[src/sv/gbrw_pkg.sv]
// ----------------------------------------------------------------------------
// gbrw_pkg
// Types and constants shared by the ray walk modules.
// ----------------------------------------------------------------------------
`timescale 1ns / 1ps
`default_nettype none

package gbrw_pkg;

  localparam int FRAC_BITS = 16;
  localparam int MAP_W     = 17;   // block index plus walk headroom
  localparam int CELL_W    = 9;
  localparam int IN_W      = 128;
  localparam int OUT_W     = 24;
  localparam int CFG_IDX_W = 1;

  localparam logic [31:0] FRAC_ONE    = 32'h0001_0000;
  localparam logic [16:0] PARTIAL_ONE = 17'h1_0000;
  localparam logic [31:0] NO_STEP     = 32'h0100_0000;  // 256.0
  localparam logic [31:0] SAT_POS     = 32'h7FFF_FFFF;
  localparam logic [31:0] SAT_NEG     = 32'h8000_0000;

  localparam logic [CFG_IDX_W-1:0] REG_ORIGIN_X = 1'b0;
  localparam logic [CFG_IDX_W-1:0] REG_ORIGIN_Y = 1'b1;

  typedef enum logic [1:0] {DIR_NONE, DIR_POS, DIR_NEG} dir_t;

  typedef enum logic [3:0] {
    ST_IDLE, ST_XLATE, ST_NUDGE, ST_SETUP,
    ST_DIVY_GO, ST_DIVY_WAIT, ST_DIVX_GO, ST_DIVX_WAIT,
    ST_MULY, ST_ADDY, ST_MULX, ST_ADDX,
    ST_WALK_GO, ST_WALK_WAIT
  } seq_state_t;

  typedef enum logic [1:0] {DV_IDLE, DV_CHECK, DV_RUN, DV_SIGN} div_state_t;

  typedef struct packed {
    logic               start;
    logic signed [32:0] num;
    logic        [31:0] den;
  } div_req_t;

  typedef struct packed {
    logic        done;
    logic [31:0] quo;
  } div_rsp_t;

  typedef struct packed {
    logic signed [MAP_W-1:0] map_x;
    logic signed [MAP_W-1:0] map_y;
    logic signed [MAP_W-1:0] end_cx;
    logic signed [MAP_W-1:0] end_cy;
    logic        [31:0]      xint;
    logic        [31:0]      yint;
    logic        [31:0]      xstep;
    logic        [31:0]      ystep;
    dir_t                    dir_x;
    dir_t                    dir_y;
  } walk_init_t;

endpackage

`default_nettype wire

[src/sv/gbrw_div.sv]
// ----------------------------------------------------------------------------
// gbrw_div
// Serial saturating 16.16 divider, one quotient bit per cycle.
// ----------------------------------------------------------------------------
`timescale 1ns / 1ps
`default_nettype none

module gbrw_div (
  input  logic              clk,
  input  logic              rst,
  input  gbrw_pkg::div_req_t req,
  output gbrw_pkg::div_rsp_t rsp
);
  import gbrw_pkg::*;

  div_state_t state, state_next;
  logic        done;
  logic        neg;
  logic        sat;
  logic [31:0] mag;
  logic [31:0] den;
  logic [31:0] rem;
  logic [30:0] nbits;
  logic [30:0] quo;
  logic [4:0]  cnt;
  logic [31:0] result;

  logic [32:0] num_neg;
  logic [32:0] trial;
  logic [32:0] diff;
  logic        ge;
  logic        sat_hit;

  assign num_neg = 33'd0 - req.num;
  assign trial   = {rem, nbits[30]};
  assign diff    = trial - {1'b0, den};
  assign ge      = trial >= {1'b0, den};
  assign sat_hit = {14'd0, mag[31:14]} >= den;

  always_comb begin
    state_next = state;
    unique case (state)
      DV_IDLE:  if (req.start) state_next = DV_CHECK;
      DV_CHECK: state_next = sat_hit ? DV_SIGN : DV_RUN;
      DV_RUN:   if (cnt == 5'd0) state_next = DV_SIGN;
      DV_SIGN:  state_next = DV_IDLE;
    endcase
  end

  always_ff @(posedge clk) begin
    if (rst) begin
      state <= DV_IDLE;
      done  <= 1'b0;
    end else begin
      state <= state_next;
      done  <= (state == DV_SIGN);
    end
  end

  always_ff @(posedge clk) begin
    case (state)
      DV_IDLE: begin
        if (req.start) begin
          neg <= req.num[32];
          mag <= req.num[32] ? num_neg[31:0] : req.num[31:0];
          den <= req.den;
        end
      end
      DV_CHECK: begin
        sat   <= sat_hit;
        rem   <= {15'd0, mag[31:15]};
        nbits <= {mag[14:0], 16'd0};
        cnt   <= 5'd30;
      end
      DV_RUN: begin
        rem   <= ge ? diff[31:0] : trial[31:0];
        quo   <= {quo[29:0], ge};
        nbits <= {nbits[29:0], 1'b0};
        cnt   <= cnt - 5'd1;
      end
      DV_SIGN: begin
        if (sat) result <= neg ? SAT_NEG : SAT_POS;
        else     result <= neg ? (32'd0 - {1'b0, quo}) : {1'b0, quo};
      end
      default: ;
    endcase
  end

  assign rsp.done = done;
  assign rsp.quo  = result;

endmodule

`default_nettype wire

[src/sv/gbrw_walk.sv]
// ----------------------------------------------------------------------------
// gbrw_walk
// Cell stepper: one visited cell per output transaction.
// ----------------------------------------------------------------------------
`timescale 1ns / 1ps
`default_nettype none

module gbrw_walk #(
  parameter int MAX_STEPS = 64
) (
  input  logic                          clk,
  input  logic                          rst,
  input  logic                          start,
  input  gbrw_pkg::walk_init_t          init,
  input  logic                          ready,
  output logic                          valid,
  output logic [gbrw_pkg::CELL_W-1:0]   cell_x,
  output logic [gbrw_pkg::CELL_W-1:0]   cell_y,
  output logic                          last
);
  import gbrw_pkg::*;

  localparam int CNT_W = $clog2(MAX_STEPS + 1);

  logic signed [MAP_W-1:0] map_x, map_y, end_cx, end_cy;
  logic        [31:0]      xint, yint, xstep, ystep;
  dir_t                    dir_x, dir_y;
  logic        [CNT_W-1:0] count;

  logic signed [MAP_W-1:0] ycell, xcell;
  logic                    at_end, yhit, xhit, adv;

  function automatic logic signed [MAP_W-1:0] move(logic signed [MAP_W-1:0] m, dir_t d);
    case (d)
      DIR_POS: move = m + MAP_W'(1);
      DIR_NEG: move = m - MAP_W'(1);
      default: move = m;
    endcase
  endfunction

  assign ycell  = MAP_W'($signed(yint[31:FRAC_BITS]));
  assign xcell  = MAP_W'($signed(xint[31:FRAC_BITS]));
  assign at_end = (map_x == end_cx) && (map_y == end_cy);
  assign last   = at_end || (count == CNT_W'(MAX_STEPS - 1));
  assign yhit   = (ycell == map_y);
  assign xhit   = (xcell == map_x);
  assign adv    = valid && ready && !last;

  always_ff @(posedge clk) begin
    if (rst) begin
      valid <= 1'b0;
    end else if (start) begin
      valid <= 1'b1;
    end else if (valid && ready && last) begin
      valid <= 1'b0;
    end
  end

  always_ff @(posedge clk) begin
    if (start) begin
      map_x  <= init.map_x;
      map_y  <= init.map_y;
      end_cx <= init.end_cx;
      end_cy <= init.end_cy;
      xint   <= init.xint;
      yint   <= init.yint;
      xstep  <= init.xstep;
      ystep  <= init.ystep;
      dir_x  <= init.dir_x;
      dir_y  <= init.dir_y;
      count  <= '0;
    end else if (adv) begin
      count <= count + CNT_W'(1);
      if (yhit) begin
        yint  <= yint + ystep;
        map_x <= move(map_x, dir_x);
      end else if (xhit) begin
        xint  <= xint + xstep;
        map_y <= move(map_y, dir_y);
      end
      // neither hit: stalled step repeats the cell
    end
  end

  assign cell_x = map_x[CELL_W-1:0];
  assign cell_y = map_y[CELL_W-1:0];

endmodule

`default_nettype wire

[src/sv/grid_block_ray_walk.sv]
// ----------------------------------------------------------------------------
// grid_block_ray_walk
// Block-grid traversal of a 16.16 segment, one cell per output transaction.
// ----------------------------------------------------------------------------
// One segment is taken at a time: s_tready is high only while the block is
// idle. After a segment is accepted the block translates it by the origin
// registers, nudges start coordinates that sit on a block edge by +1.0, and
// runs up to two saturating 16.16 divisions back to back on one shared
// serial divider (one quotient bit per cycle), skipping a division whose
// axis crosses no block edge. Then cells come out one per cycle while
// m_tready is high, up to MAX_STEPS cells, the final one with m_tlast.
// Origin writes are taken any time but belong between segments.
// ----------------------------------------------------------------------------
`timescale 1ns / 1ps
`default_nettype none

module grid_block_ray_walk #(
  parameter int BLOCK_SHIFT = 23,
  parameter int MAX_STEPS   = 64
) (
  input  logic                             clk,
  input  logic                             rst,
  // configuration writes
  input  logic                             cfg_we,
  input  logic [gbrw_pkg::CFG_IDX_W-1:0]   cfg_index,
  input  logic [31:0]                      cfg_data,
  // segment input
  input  logic                             s_tvalid,
  output logic                             s_tready,
  input  logic [gbrw_pkg::IN_W-1:0]        s_tdata,  // start_x, start_y, end_x, end_y
  // cell output
  output logic                             m_tvalid,
  input  logic                             m_tready,
  output logic [gbrw_pkg::OUT_W-1:0]       m_tdata,  // cell_x, cell_y, zero pad
  output logic                             m_tlast   // last cell of segment
);
  import gbrw_pkg::*;

  localparam int BTOFRAC = BLOCK_SHIFT - FRAC_BITS;

  seq_state_t state, state_next;

  // origin registers
  logic [31:0] ox, oy;

  // segment datapath
  logic [31:0]        x1, y1, x2, y2;
  dir_t               dir_x, dir_y;
  logic signed [32:0] dx, dy;
  logic [16:0]        frac_x, frac_y;   // partial distance to first edge
  logic [31:0]        xstep, ystep;
  logic signed [49:0] prod;
  logic [31:0]        xint, yint;

  logic signed [MAP_W-1:0] xt1, yt1, xt2, yt2;
  logic [15:0]             fx, fy;
  logic [32:0]             dx_neg, dy_neg;
  logic [31:0]             adx, ady;

  div_req_t   dreq;
  div_rsp_t   drsp;
  walk_init_t winit;
  logic       walk_start, walk_valid;
  logic [CELL_W-1:0] cell_x, cell_y;
  logic       walk_last;

  // block indices and first-edge fractions
  assign xt1 = MAP_W'($signed(x1) >>> BLOCK_SHIFT);
  assign yt1 = MAP_W'($signed(y1) >>> BLOCK_SHIFT);
  assign xt2 = MAP_W'($signed(x2) >>> BLOCK_SHIFT);
  assign yt2 = MAP_W'($signed(y2) >>> BLOCK_SHIFT);
  assign fx  = x1[BTOFRAC +: FRAC_BITS];
  assign fy  = y1[BTOFRAC +: FRAC_BITS];

  assign dx_neg = 33'd0 - dx;
  assign dy_neg = 33'd0 - dy;
  assign adx    = dx[32] ? dx_neg[31:0] : dx[31:0];
  assign ady    = dy[32] ? dy_neg[31:0] : dy[31:0];

  assign s_tready = (state == ST_IDLE);

  // config port
  always_ff @(posedge clk) begin
    if (rst) begin
      ox <= '0;
      oy <= '0;
    end else if (cfg_we) begin
      unique case (cfg_index)
        REG_ORIGIN_X: ox <= cfg_data;
        REG_ORIGIN_Y: oy <= cfg_data;
      endcase
    end
  end

  // sequencer
  always_comb begin
    state_next = state;
    dreq.start = 1'b0;
    dreq.num   = (state == ST_DIVY_GO) ? dy : dx;
    dreq.den   = (state == ST_DIVY_GO) ? adx : ady;
    walk_start = 1'b0;
    unique case (state)
      ST_IDLE:      if (s_tvalid) state_next = ST_XLATE;
      ST_XLATE:     state_next = ST_NUDGE;
      ST_NUDGE:     state_next = ST_SETUP;
      ST_SETUP:     state_next = ST_DIVY_GO;
      ST_DIVY_GO: begin
        dreq.start = (dir_x != DIR_NONE);
        state_next = (dir_x != DIR_NONE) ? ST_DIVY_WAIT : ST_DIVX_GO;
      end
      ST_DIVY_WAIT: if (drsp.done) state_next = ST_DIVX_GO;
      ST_DIVX_GO: begin
        dreq.start = (dir_y != DIR_NONE);
        state_next = (dir_y != DIR_NONE) ? ST_DIVX_WAIT : ST_MULY;
      end
      ST_DIVX_WAIT: if (drsp.done) state_next = ST_MULY;
      ST_MULY:      state_next = ST_ADDY;
      ST_ADDY:      state_next = ST_MULX;
      ST_MULX:      state_next = ST_ADDX;
      ST_ADDX:      state_next = ST_WALK_GO;
      ST_WALK_GO: begin
        walk_start = 1'b1;
        state_next = ST_WALK_WAIT;
      end
      ST_WALK_WAIT: if (!walk_valid) state_next = ST_IDLE;
    endcase
  end

  always_ff @(posedge clk) begin
    if (rst) state <= ST_IDLE;
    else     state <= state_next;
  end

  // setup datapath
  always_ff @(posedge clk) begin
    case (state)
      ST_IDLE: begin
        if (s_tvalid) begin
          x1 <= s_tdata[31:0];
          y1 <= s_tdata[63:32];
          x2 <= s_tdata[95:64];
          y2 <= s_tdata[127:96];
        end
      end
      ST_XLATE: begin
        x1 <= x1 - ox;
        y1 <= y1 - oy;
        x2 <= x2 - ox;
        y2 <= y2 - oy;
      end
      ST_NUDGE: begin
        // start exactly on a block edge moves in by 1.0
        if (x1[BLOCK_SHIFT-1:0] == '0) x1 <= x1 + FRAC_ONE;
        if (y1[BLOCK_SHIFT-1:0] == '0) y1 <= y1 + FRAC_ONE;
      end
      ST_SETUP: begin
        dx <= {x2[31], x2} - {x1[31], x1};
        dy <= {y2[31], y2} - {y1[31], y1};
        if (xt2 > xt1) begin
          dir_x  <= DIR_POS;
          frac_x <= PARTIAL_ONE - {1'b0, fx};
        end else if (xt2 < xt1) begin
          dir_x  <= DIR_NEG;
          frac_x <= {1'b0, fx};
        end else begin
          dir_x  <= DIR_NONE;
          frac_x <= PARTIAL_ONE;
        end
        if (yt2 > yt1) begin
          dir_y  <= DIR_POS;
          frac_y <= PARTIAL_ONE - {1'b0, fy};
        end else if (yt2 < yt1) begin
          dir_y  <= DIR_NEG;
          frac_y <= {1'b0, fy};
        end else begin
          dir_y  <= DIR_NONE;
          frac_y <= PARTIAL_ONE;
        end
      end
      ST_DIVY_GO:   if (dir_x == DIR_NONE) ystep <= NO_STEP;
      ST_DIVY_WAIT: if (drsp.done) ystep <= drsp.quo;
      ST_DIVX_GO:   if (dir_y == DIR_NONE) xstep <= NO_STEP;
      ST_DIVX_WAIT: if (drsp.done) xstep <= drsp.quo;
      ST_MULY:      prod <= $signed({1'b0, frac_x}) * $signed(ystep);
      ST_ADDY:      yint <= 32'($signed(y1) >>> BTOFRAC) + prod[47:16];
      ST_MULX:      prod <= $signed({1'b0, frac_y}) * $signed(xstep);
      ST_ADDX:      xint <= 32'($signed(x1) >>> BTOFRAC) + prod[47:16];
      default: ;
    endcase
  end

  gbrw_div u_div (
    .clk (clk),
    .rst (rst),
    .req (dreq),
    .rsp (drsp)
  );

  assign winit.map_x  = xt1;
  assign winit.map_y  = yt1;
  assign winit.end_cx = xt2;
  assign winit.end_cy = yt2;
  assign winit.xint   = xint;
  assign winit.yint   = yint;
  assign winit.xstep  = xstep;
  assign winit.ystep  = ystep;
  assign winit.dir_x  = dir_x;
  assign winit.dir_y  = dir_y;

  gbrw_walk #(
    .MAX_STEPS (MAX_STEPS)
  ) u_walk (
    .clk    (clk),
    .rst    (rst),
    .start  (walk_start),
    .init   (winit),
    .ready  (m_tready),
    .valid  (walk_valid),
    .cell_x (cell_x),
    .cell_y (cell_y),
    .last   (walk_last)
  );

  assign m_tvalid = walk_valid;
  assign m_tdata  = {(OUT_W - 2 * CELL_W)'(0), cell_y, cell_x};
  assign m_tlast  = walk_last;

endmodule

`default_nettype wire

[config.mk]
export PLATFORM = sky130hd
export DESIGN_NAME = grid_block_ray_walk
export DESIGN_NICKNAME = d
export VERILOG_FILES = /design/src/sv/gbrw_pkg.sv /design/src/sv/gbrw_div.sv /design/src/sv/gbrw_walk.sv /design/src/sv/grid_block_ray_walk.sv
export SDC_FILE = /design/constraint.sdc
export NUM_CORES = 2
export LEC_CHECK = 0
export ABC_CLOCK_PERIOD_IN_PS = 7800
export CAP_MARGIN = 20
export CORE_UTILIZATION = 30
export CTS_BUF_LIST = sky130_fd_sc_hd__clkbuf_4 sky130_fd_sc_hd__clkbuf_8 sky130_fd_sc_hd__clkbuf_16
export CTS_CLUSTER_SIZE = 8
export DETAILED_ROUTE_END_ITERATION = 8
export DONT_BUFFER_PORTS = 1
export SYNTH_ARGS = -nofsm -noshare
export SYNTH_HDL_FRONTEND = slang
export SYNTH_SLANG_ARGS = --single-unit
[constraint.sdc]
create_clock -name clk -period 7.8 [get_ports clk]
set_input_delay 1.17 -clock clk [delete_from_list [all_inputs] [get_ports clk]]
set_output_delay 1.17 -clock clk [all_outputs]
set_load 0.005 [all_outputs]
# Word-level counts from Yosys, hierarchy flattened

Cells that the tools add are included.

$add $sub $neg: 25
Multiply operators: 2
Order comparisons: 6
Equality and inequality tests: 36
Muxes and demuxes: 65
Bitwise operators: 1
Reductions and logical operators: 41

Operator list:

| operator                                           | count |
|---|---|
| two-way mux 32 bit                                 | 24 |
| one-hot mux 32 bit (2 select lines)                | 5 |
| one-hot mux 32 bit (3 select lines)                | 2 |
| two-way mux 17 bit                                 | 11 |
| subtractor 32 bit                                  | 5 |
| adder 32 bit                                       | 4 |
| multiplier 18 x 32 -> 48 bit                       | 2 |
| one-hot mux 48 bit (2 select lines)                | 1 |
| subtractor 1 x 32 -> 32 bit, first input constant  | 3 |
| one-hot mux 17 bit (2 select lines)                | 2 |
| subtractor 32 x 32 -> 33 bit                       | 2 |
| adder 32 x 17 -> 32 bit, second input constant     | 2 |
| one-hot mux 31 bit (2 select lines)                | 1 |
| one-hot mux 4 bit (14 select lines)                | 1 |
| zero test 23 bit                                   | 2 |
| adder 17 x 2 -> 17 bit, second input constant      | 2 |
| equality test 16 x 17 -> 1 bit                     | 2 |
| equality test 17 x 9 -> 1 bit                      | 2 |
| subtractor 17 x 16 -> 17 bit, first input constant | 2 |
| subtractor 17 x 2 -> 17 bit, second input constant | 2 |
| greater-or-equal comparator 33 x 32 -> 1 bit       | 1 |
| two-way mux 33 bit                                 | 1 |
| greater-or-equal comparator 18 x 32 -> 1 bit       | 1 |
| subtractor 1 x 31 -> 32 bit, first input constant  | 1 |
| other kinds (31)                                   | 95 |

Flip-flop bits (word level): 868
Bits of input ports: 166
Output and inout port bits: 27
Logic and storage cells: 217

# Logic depth before layout (Yosys ltp)

Depth after elaboration: 7
Gate-level depth with buffers: 26
Depth with buffers taken out: 25

# Hierarchy

A second synthesis with hierarchy kept.

Cells, all modules: 9716
Area, all modules: 91711.7 um^2

By module, submodules not included:

| module              | instances | cells an instance | area an instance (um^2) | sequential area each (um^2) |
|---|---|---|---|---|
| grid_block_ray_walk | 1         | 7529              | 68334.3                 | 13132.6 |
| gbrw_walk           | 1         | 1258              | 12941.2                 | 6165.9 |
| gbrw_div            | 1         | 929               | 10436.3                 | 5495.3 |

# Worst setup path before layout

Ideal clock, no wire load.

Path kind: reg-to-reg
Start point: register xstep[10]
End point: register prod[45], data pin
Library setup time: 261 ps
Data arrival time: 6604 ps
Data required time: 7539 ps
Slack: 934 ps
Stages on the path, launching flop included: 26
Buffers on the path: 1
Period minus slack after synthesis: 6866 ps
Cell sequence: edfxtp_1 > clkbuf_1 > and2_1 > fa_1 > inv_1 > fa_1 > fa_1 > fa_1 > inv_1 > fa_1 > inv_1 > fa_1 > inv_1 > ha_1 > a2111oi_0 > o21ai_0 > a211oi_1 > nor4_1 > nor4b_1 > o21ai_0 > a221oi_2 > inv_1 > and3_1 > nor4_1 > or3_1 > nand3_1

Cells in the longest elaborated chain, start to end: 2

RTL lines:

| item                                | line                       | RTL |
|---|---|---|
| from (decl)                         | grid_block_ray_walk.sv:51  | `logic [31:0] xstep, ystep;` |
| from (signal assigned)              | grid_block_ray_walk.sv:183 | `ST_DIVX_WAIT: if (drsp.done) xstep <= drsp.quo;` |
| multiplier 18 x 32 -> 48 bit        | grid_block_ray_walk.sv:186 | `ST_MULX: prod <= $signed({1'b0, frac_y}) * $signed(xstep);` |
| one-hot mux 48 bit (2 select lines) | grid_block_ray_walk.sv:136 | `case (state)` |
| to (signal assigned)                | grid_block_ray_walk.sv:184 | `ST_MULY: prod <= $signed({1'b0, frac_x}) * $signed(ystep);` |
| to (signal assigned)                | grid_block_ray_walk.sv:186 |  |
| to (decl)                           | grid_block_ray_walk.sv:52  | `logic signed [49:0] prod;` |

No other way between the ends.
A chain may end at the register's enable or synchronous reset.

# Final worst setup path

Start point: register frac_y[3]
End point: register prod[45], data pin

Cells in the longest elaborated chain, start to end: 2

RTL lines:

| item                                | line                       | RTL |
|---|---|---|
| from (decl)                         | grid_block_ray_walk.sv:50  | `logic [16:0] frac_x, frac_y;` |
| from (signal assigned)              | grid_block_ray_walk.sv:171 | `frac_y <= PARTIAL_ONE - {1'b0, fy};` |
| from (signal assigned)              | grid_block_ray_walk.sv:174 | `frac_y <= {1'b0, fy};` |
| multiplier 18 x 32 -> 48 bit        | grid_block_ray_walk.sv:186 |  |
| one-hot mux 48 bit (2 select lines) | grid_block_ray_walk.sv:136 |  |

No other way between the ends.

==> PnR_summary.wiki <==
{| class="wikitable"
! Metric !! Value
|-
| Maximum net fanout on the critical path || 20
|-
| Worst hold path type || reg -> reg
|-
| Commonest non-fill, non-tap cells in the layout || 1511 x sky130_fd_sc_hd__inv_1, 1027 x sky130_fd_sc_hd__fa_1, 1013 x sky130_fd_sc_hd__nand2_1, 757 x sky130_fd_sc_hd__edfxtp_1, 677 x sky130_fd_sc_hd__and2_1
|-
| Placed instance count || approximately 13000
|-
| Total length of routed wires || 279 mm
|-
| Initial Util || between 30% and 40%
|-
| Row cnt || 200
|-
| Yosys top cell by area || sky130_fd_sc_hd__edfxtp_1
|-
| Wire length of the first global-routing pass || 422 mm
|-
| Count of endpoints failing hold in the final timing report || 0
|-
| Worst Path Arrival || about 8.0 ns
|-
| Via-to-Cell Ratio || around 5.0
|-
| Final routed DRC violation total || 0
|-
| HPWL reported at the end of detailed placement || 226 mm
|-
| Clock skew || 0.0636 ns
|-
| Yosys Warn Count || 0
|-
| Number of H-tree branching levels || 3
|-
| Worst Hold Depth || 2
|-
| Port buffer count || 0
|-
| Leakage component of the power || about 44 nW
|-
| I/O Pins || 193
|-
| Share of cell area taken by muxes after synthesis || 0.750%
|-
| Worst Max-Slew Pin Slew || ~1.3 ns
|-
| Area share of and/or/nand/nor cells after synthesis || 15.5%
|-
| Highest ir drop seen on vdd || roughly 210 uV
|-
| Mapped Avg Cell Area || around 9.5 um2
|-
| Adder-cell share of the synthesized area || a little under a third
|-
| Number of instances in the synthesized netlist || roughly 9500
|-
| Result of the run || complete, no violations
|-
| Antenna Violating Nets Remaining || 0
|-
| Hold-fix buffer count after cts || 0
|-
| Worst rel slew slack || 13.4%
|-
| CP Data Required Time || ~8.3 ns
|-
| Worst hold-check slack || 0.452 ns
|-
| Top area cells in the synthesized netlist || sky130_fd_sc_hd__edfxtp_1 25%, sky130_fd_sc_hd__fa_1 23%, sky130_fd_sc_hd__ha_1 8.8%
|-
| Floorplan die area || around 300000 um2
|-
| Total clock sinks || 836
|-
| Top Registers || dx x33, dy x33
|-
| Dominant combinational cell family by area after synthesis || adder cells
|-
| Maximum number of pins on one net before global-route repair || 96
|-
| Max cap viols || 0
|-
| Core Region || a little under 300000 um2
|-
| Maximum frequency from static timing analysis || approximately 130 MHz
|-
| Cell chosen for the clock root || sky130_fd_sc_hd__clkbuf_16
|-
| Depth of the worst register-to-register path || 27
|-
| Post-synthesis share of cell area spent on xor and xnor gates || around 5.7%
|-
| Chip Height || around 550 um
|-
| Synth Cell Area || between 80000 and 90000 um2
|-
| Clock tree from TritonCTS || yes
|-
| CTS buffer count || around 120
|-
| Total congestion overflow || 0
|-
| Compound-cell area share of the yosys netlist || 11.3%
|-
| Worst Setup Path Type || reg -> reg
|-
| Number of enable-type register cells in the synthesized netlist || around 760
|-
| Fill cell count || ~30000
|-
| Final setup violation count || 0
|-
| Setup repair after global routing missed its margin || false
|-
| Die width || roughly 550 um
|-
| Number of antenna violations at the first check in global routing || 32
|-
| GPL Wtd Cong || ~1
|-
| Dominant synthesized flop cell || sky130_fd_sc_hd__edfxtp_1
|-
| Proportion of synthesized chip area in sequential cells || a little over a quarter
|-
| Critical path capture point type || flip-flop
|-
| Number of nets in the layout || ~11000
|-
| Area grow syn2layout || 10.6%
|-
| Total routing usage reported by global routing || a little under a fifth
|-
| Distinct cell type count after synthesis || 95
|-
| Fraction of the cycle the final worst path needs || a little over nine tenths
|-
| Proportion of netlist area held by the largest area contributor || between 20% and 30%
|-
| Number of global-route vias before repair || 66929
|-
| Number of pins with negative max-slew slack in the final report || 0
|-
| Maximum count of clock buffers along a single path || 3
|-
| Number of design-rule violations left by the first detailed-router iteration || around 5700
|-
| Via count of the routed design || 67374
|-
| Fraction of layout cells with a size suffix above 1 || between 5 and 6%
|-
| Synthesized flop and latch total || 836
|-
| Power density of the placed cells || 173 nW/um2
|-
| Power after layout || around 17 mW
|-
| Category of the worst setup path launch point || flip-flop
|-
| Commonest non-fill, non-tap cell in the layout || sky130_fd_sc_hd__inv_1
|-
| Total negative slack || 0 ns
|-
| Cell Count, Final, Fillers Out || around 14000
|-
| Later-pin clock latency in the skew report || a little under 0.8 ns
|-
| Synth async-reset ratio || 0%
|-
| Final critical delay including setup and external delays || about 7.5 ns
|-
| Number of detailed-routing iterations run before antenna repair || 7
|-
| Worst-path clk slew || around 0.060 ns
|-
| Routed wire length per instance || 20.6 um
|}
[stage by stage]
stage / utilization, % / setup WS [ns] / instance area [um2]
final: 33.4 / 0.294 / 99300
after global routing: 33.4 / 0.0296 / 99200
after CTS: 33.3 / 0.159 / 99100
after detailed placement: 32.1 / 0.151 / 95500
after global placement: 32.1 / 0.212 / 95400
after floorplan: - / 0.934 / 89800
[final timing paths]
check | startpoint | to | slack [ns]
hold / removal | oy[9]$_SDFFE_PP0P_ | oy[9]$_SDFFE_PP0P_ | 0.45
setup reg to reg | frac_y[3]$_DFFE_PP_ | prod[45]$_DFFE_PP_ | 0.29
hold reg to reg | oy[9]$_SDFFE_PP0P_ | oy[9]$_SDFFE_PP0P_ | 0.45
setup / recovery | frac_y[3]$_DFFE_PP_ | prod[45]$_DFFE_PP_ | 0.29
[cell usage after synthesis, types with 24 or more instances]
cell type and n:
sky130_fd_sc_hd__xnor2_1 332, sky130_fd_sc_hd__a21o_1 178, sky130_fd_sc_hd__fa_1 1027, sky130_fd_sc_hd__o21bai_1 45, sky130_fd_sc_hd__nand2_1 1015, sky130_fd_sc_hd__a21boi_0 28
sky130_fd_sc_hd__a211oi_1 34, sky130_fd_sc_hd__inv_1 1512, sky130_fd_sc_hd__edfxtp_1 757, sky130_fd_sc_hd__a21oi_1 520, sky130_fd_sc_hd__buf_4 24, sky130_fd_sc_hd__and2_1 677
sky130_fd_sc_hd__nor2_1 468, sky130_fd_sc_hd__o21a_1 65, sky130_fd_sc_hd__mux2i_1 47, sky130_fd_sc_hd__nand2b_1 79, sky130_fd_sc_hd__ha_1 633, sky130_fd_sc_hd__nand4_1 52
sky130_fd_sc_hd__nor2b_1 85, sky130_fd_sc_hd__xor2_1 249, sky130_fd_sc_hd__a22oi_1 34, sky130_fd_sc_hd__dfxtp_1 79, sky130_fd_sc_hd__nand3_1 80, sky130_fd_sc_hd__and3_1 62
sky130_fd_sc_hd__o21ai_0 446, sky130_fd_sc_hd__or3_1 73, sky130_fd_sc_hd__nor4_1 36, sky130_fd_sc_hd__a31oi_1 41, sky130_fd_sc_hd__nor3_1 106, sky130_fd_sc_hd__o31ai_1 65
sky130_fd_sc_hd__clkbuf_1 320
[power breakdown]
| group | leakage, nW | internal, mW | switching (mW) | total [mW] |
|---|---|---|---|---|
| clock | 1.84 | 3.02 | 2.08 | 5.10 |
| combinational | 34.1 | 2.26 | 3.77 | 6.03 |
| sequential | 7.81 | 5.51 | 0.515 | 6.03 |
[per-layer routing]
layer,global-route usage [%],vias to the layer above,part of all wire (%)
li1,-,31157,-
met1,24.6,33376,43
met2,29.1,2356,45
met3,3.59,453,8.0
met4,7.59,32,4.7
met5,0,-,0.075
[critical path, cell delays in order (launching register included)]
cell and delay (ns):
sky130_fd_sc_hd__edfxtp_1 0.40, sky130_fd_sc_hd__buf_4 0.24, sky130_fd_sc_hd__buf_4 0.22, sky130_fd_sc_hd__and2_1 0.16, sky130_fd_sc_hd__fa_1 0.53, sky130_fd_sc_hd__inv_1 0.05, sky130_fd_sc_hd__fa_1 0.49, sky130_fd_sc_hd__fa_1 0.51
sky130_fd_sc_hd__inv_1 0.05, sky130_fd_sc_hd__fa_1 0.55, sky130_fd_sc_hd__fa_1 0.42, sky130_fd_sc_hd__fa_1 0.44, sky130_fd_sc_hd__ha_1 0.22, sky130_fd_sc_hd__a2111oi_1 0.34, sky130_fd_sc_hd__o21ai_1 0.17, sky130_fd_sc_hd__a211oi_1 0.25
sky130_fd_sc_hd__buf_4 0.19, sky130_fd_sc_hd__nor4_1 0.07, sky130_fd_sc_hd__nor4b_2 0.33, sky130_fd_sc_hd__buf_4 0.19, sky130_fd_sc_hd__o21ai_0 0.15, sky130_fd_sc_hd__a221oi_2 0.28, sky130_fd_sc_hd__buf_4 0.17, sky130_fd_sc_hd__inv_1 0.04
sky130_fd_sc_hd__and3_1 0.16, sky130_fd_sc_hd__nor4_1 0.24, sky130_fd_sc_hd__or3_1 0.25, sky130_fd_sc_hd__nand3_1 0.09
[final cells by class]
class	count	area [um2]	area share, %
multi-input combinational	6790	58500	59.0
sequential	836	24300	24.5
inverter	1513	5680	5.73
tap	3939	4930	4.96
clock buffer	189	3470	3.49
timing repair buffer	262	2160	2.17
clock inverter	10	160	0.161
antenna	11	27.5	0.0277
[timing repair]
item | CTS | global route
buffers inserted | 0 | 5
endpoints found under the setup margin | 0 | 5
gates resized for setup | 0 | 5
[kinds of logic (layout without fill, tap and decap cells)]
| kind of cell | after synthesis | count (layout) |
|---|---|---|
| fa+ha+maj | 1660 | 1660 |
| buf+inv | 1870 | 1974 |
| other cells | 1 | 17 |
| xor+xnor | 581 | 581 |
| flops | 836 | 836 |
| compound gates | 1650 | 1650 |
| simple gates | 2828 | 2828 |
| mux | 65 | 65 |
(Power assumes the default switching activity.)
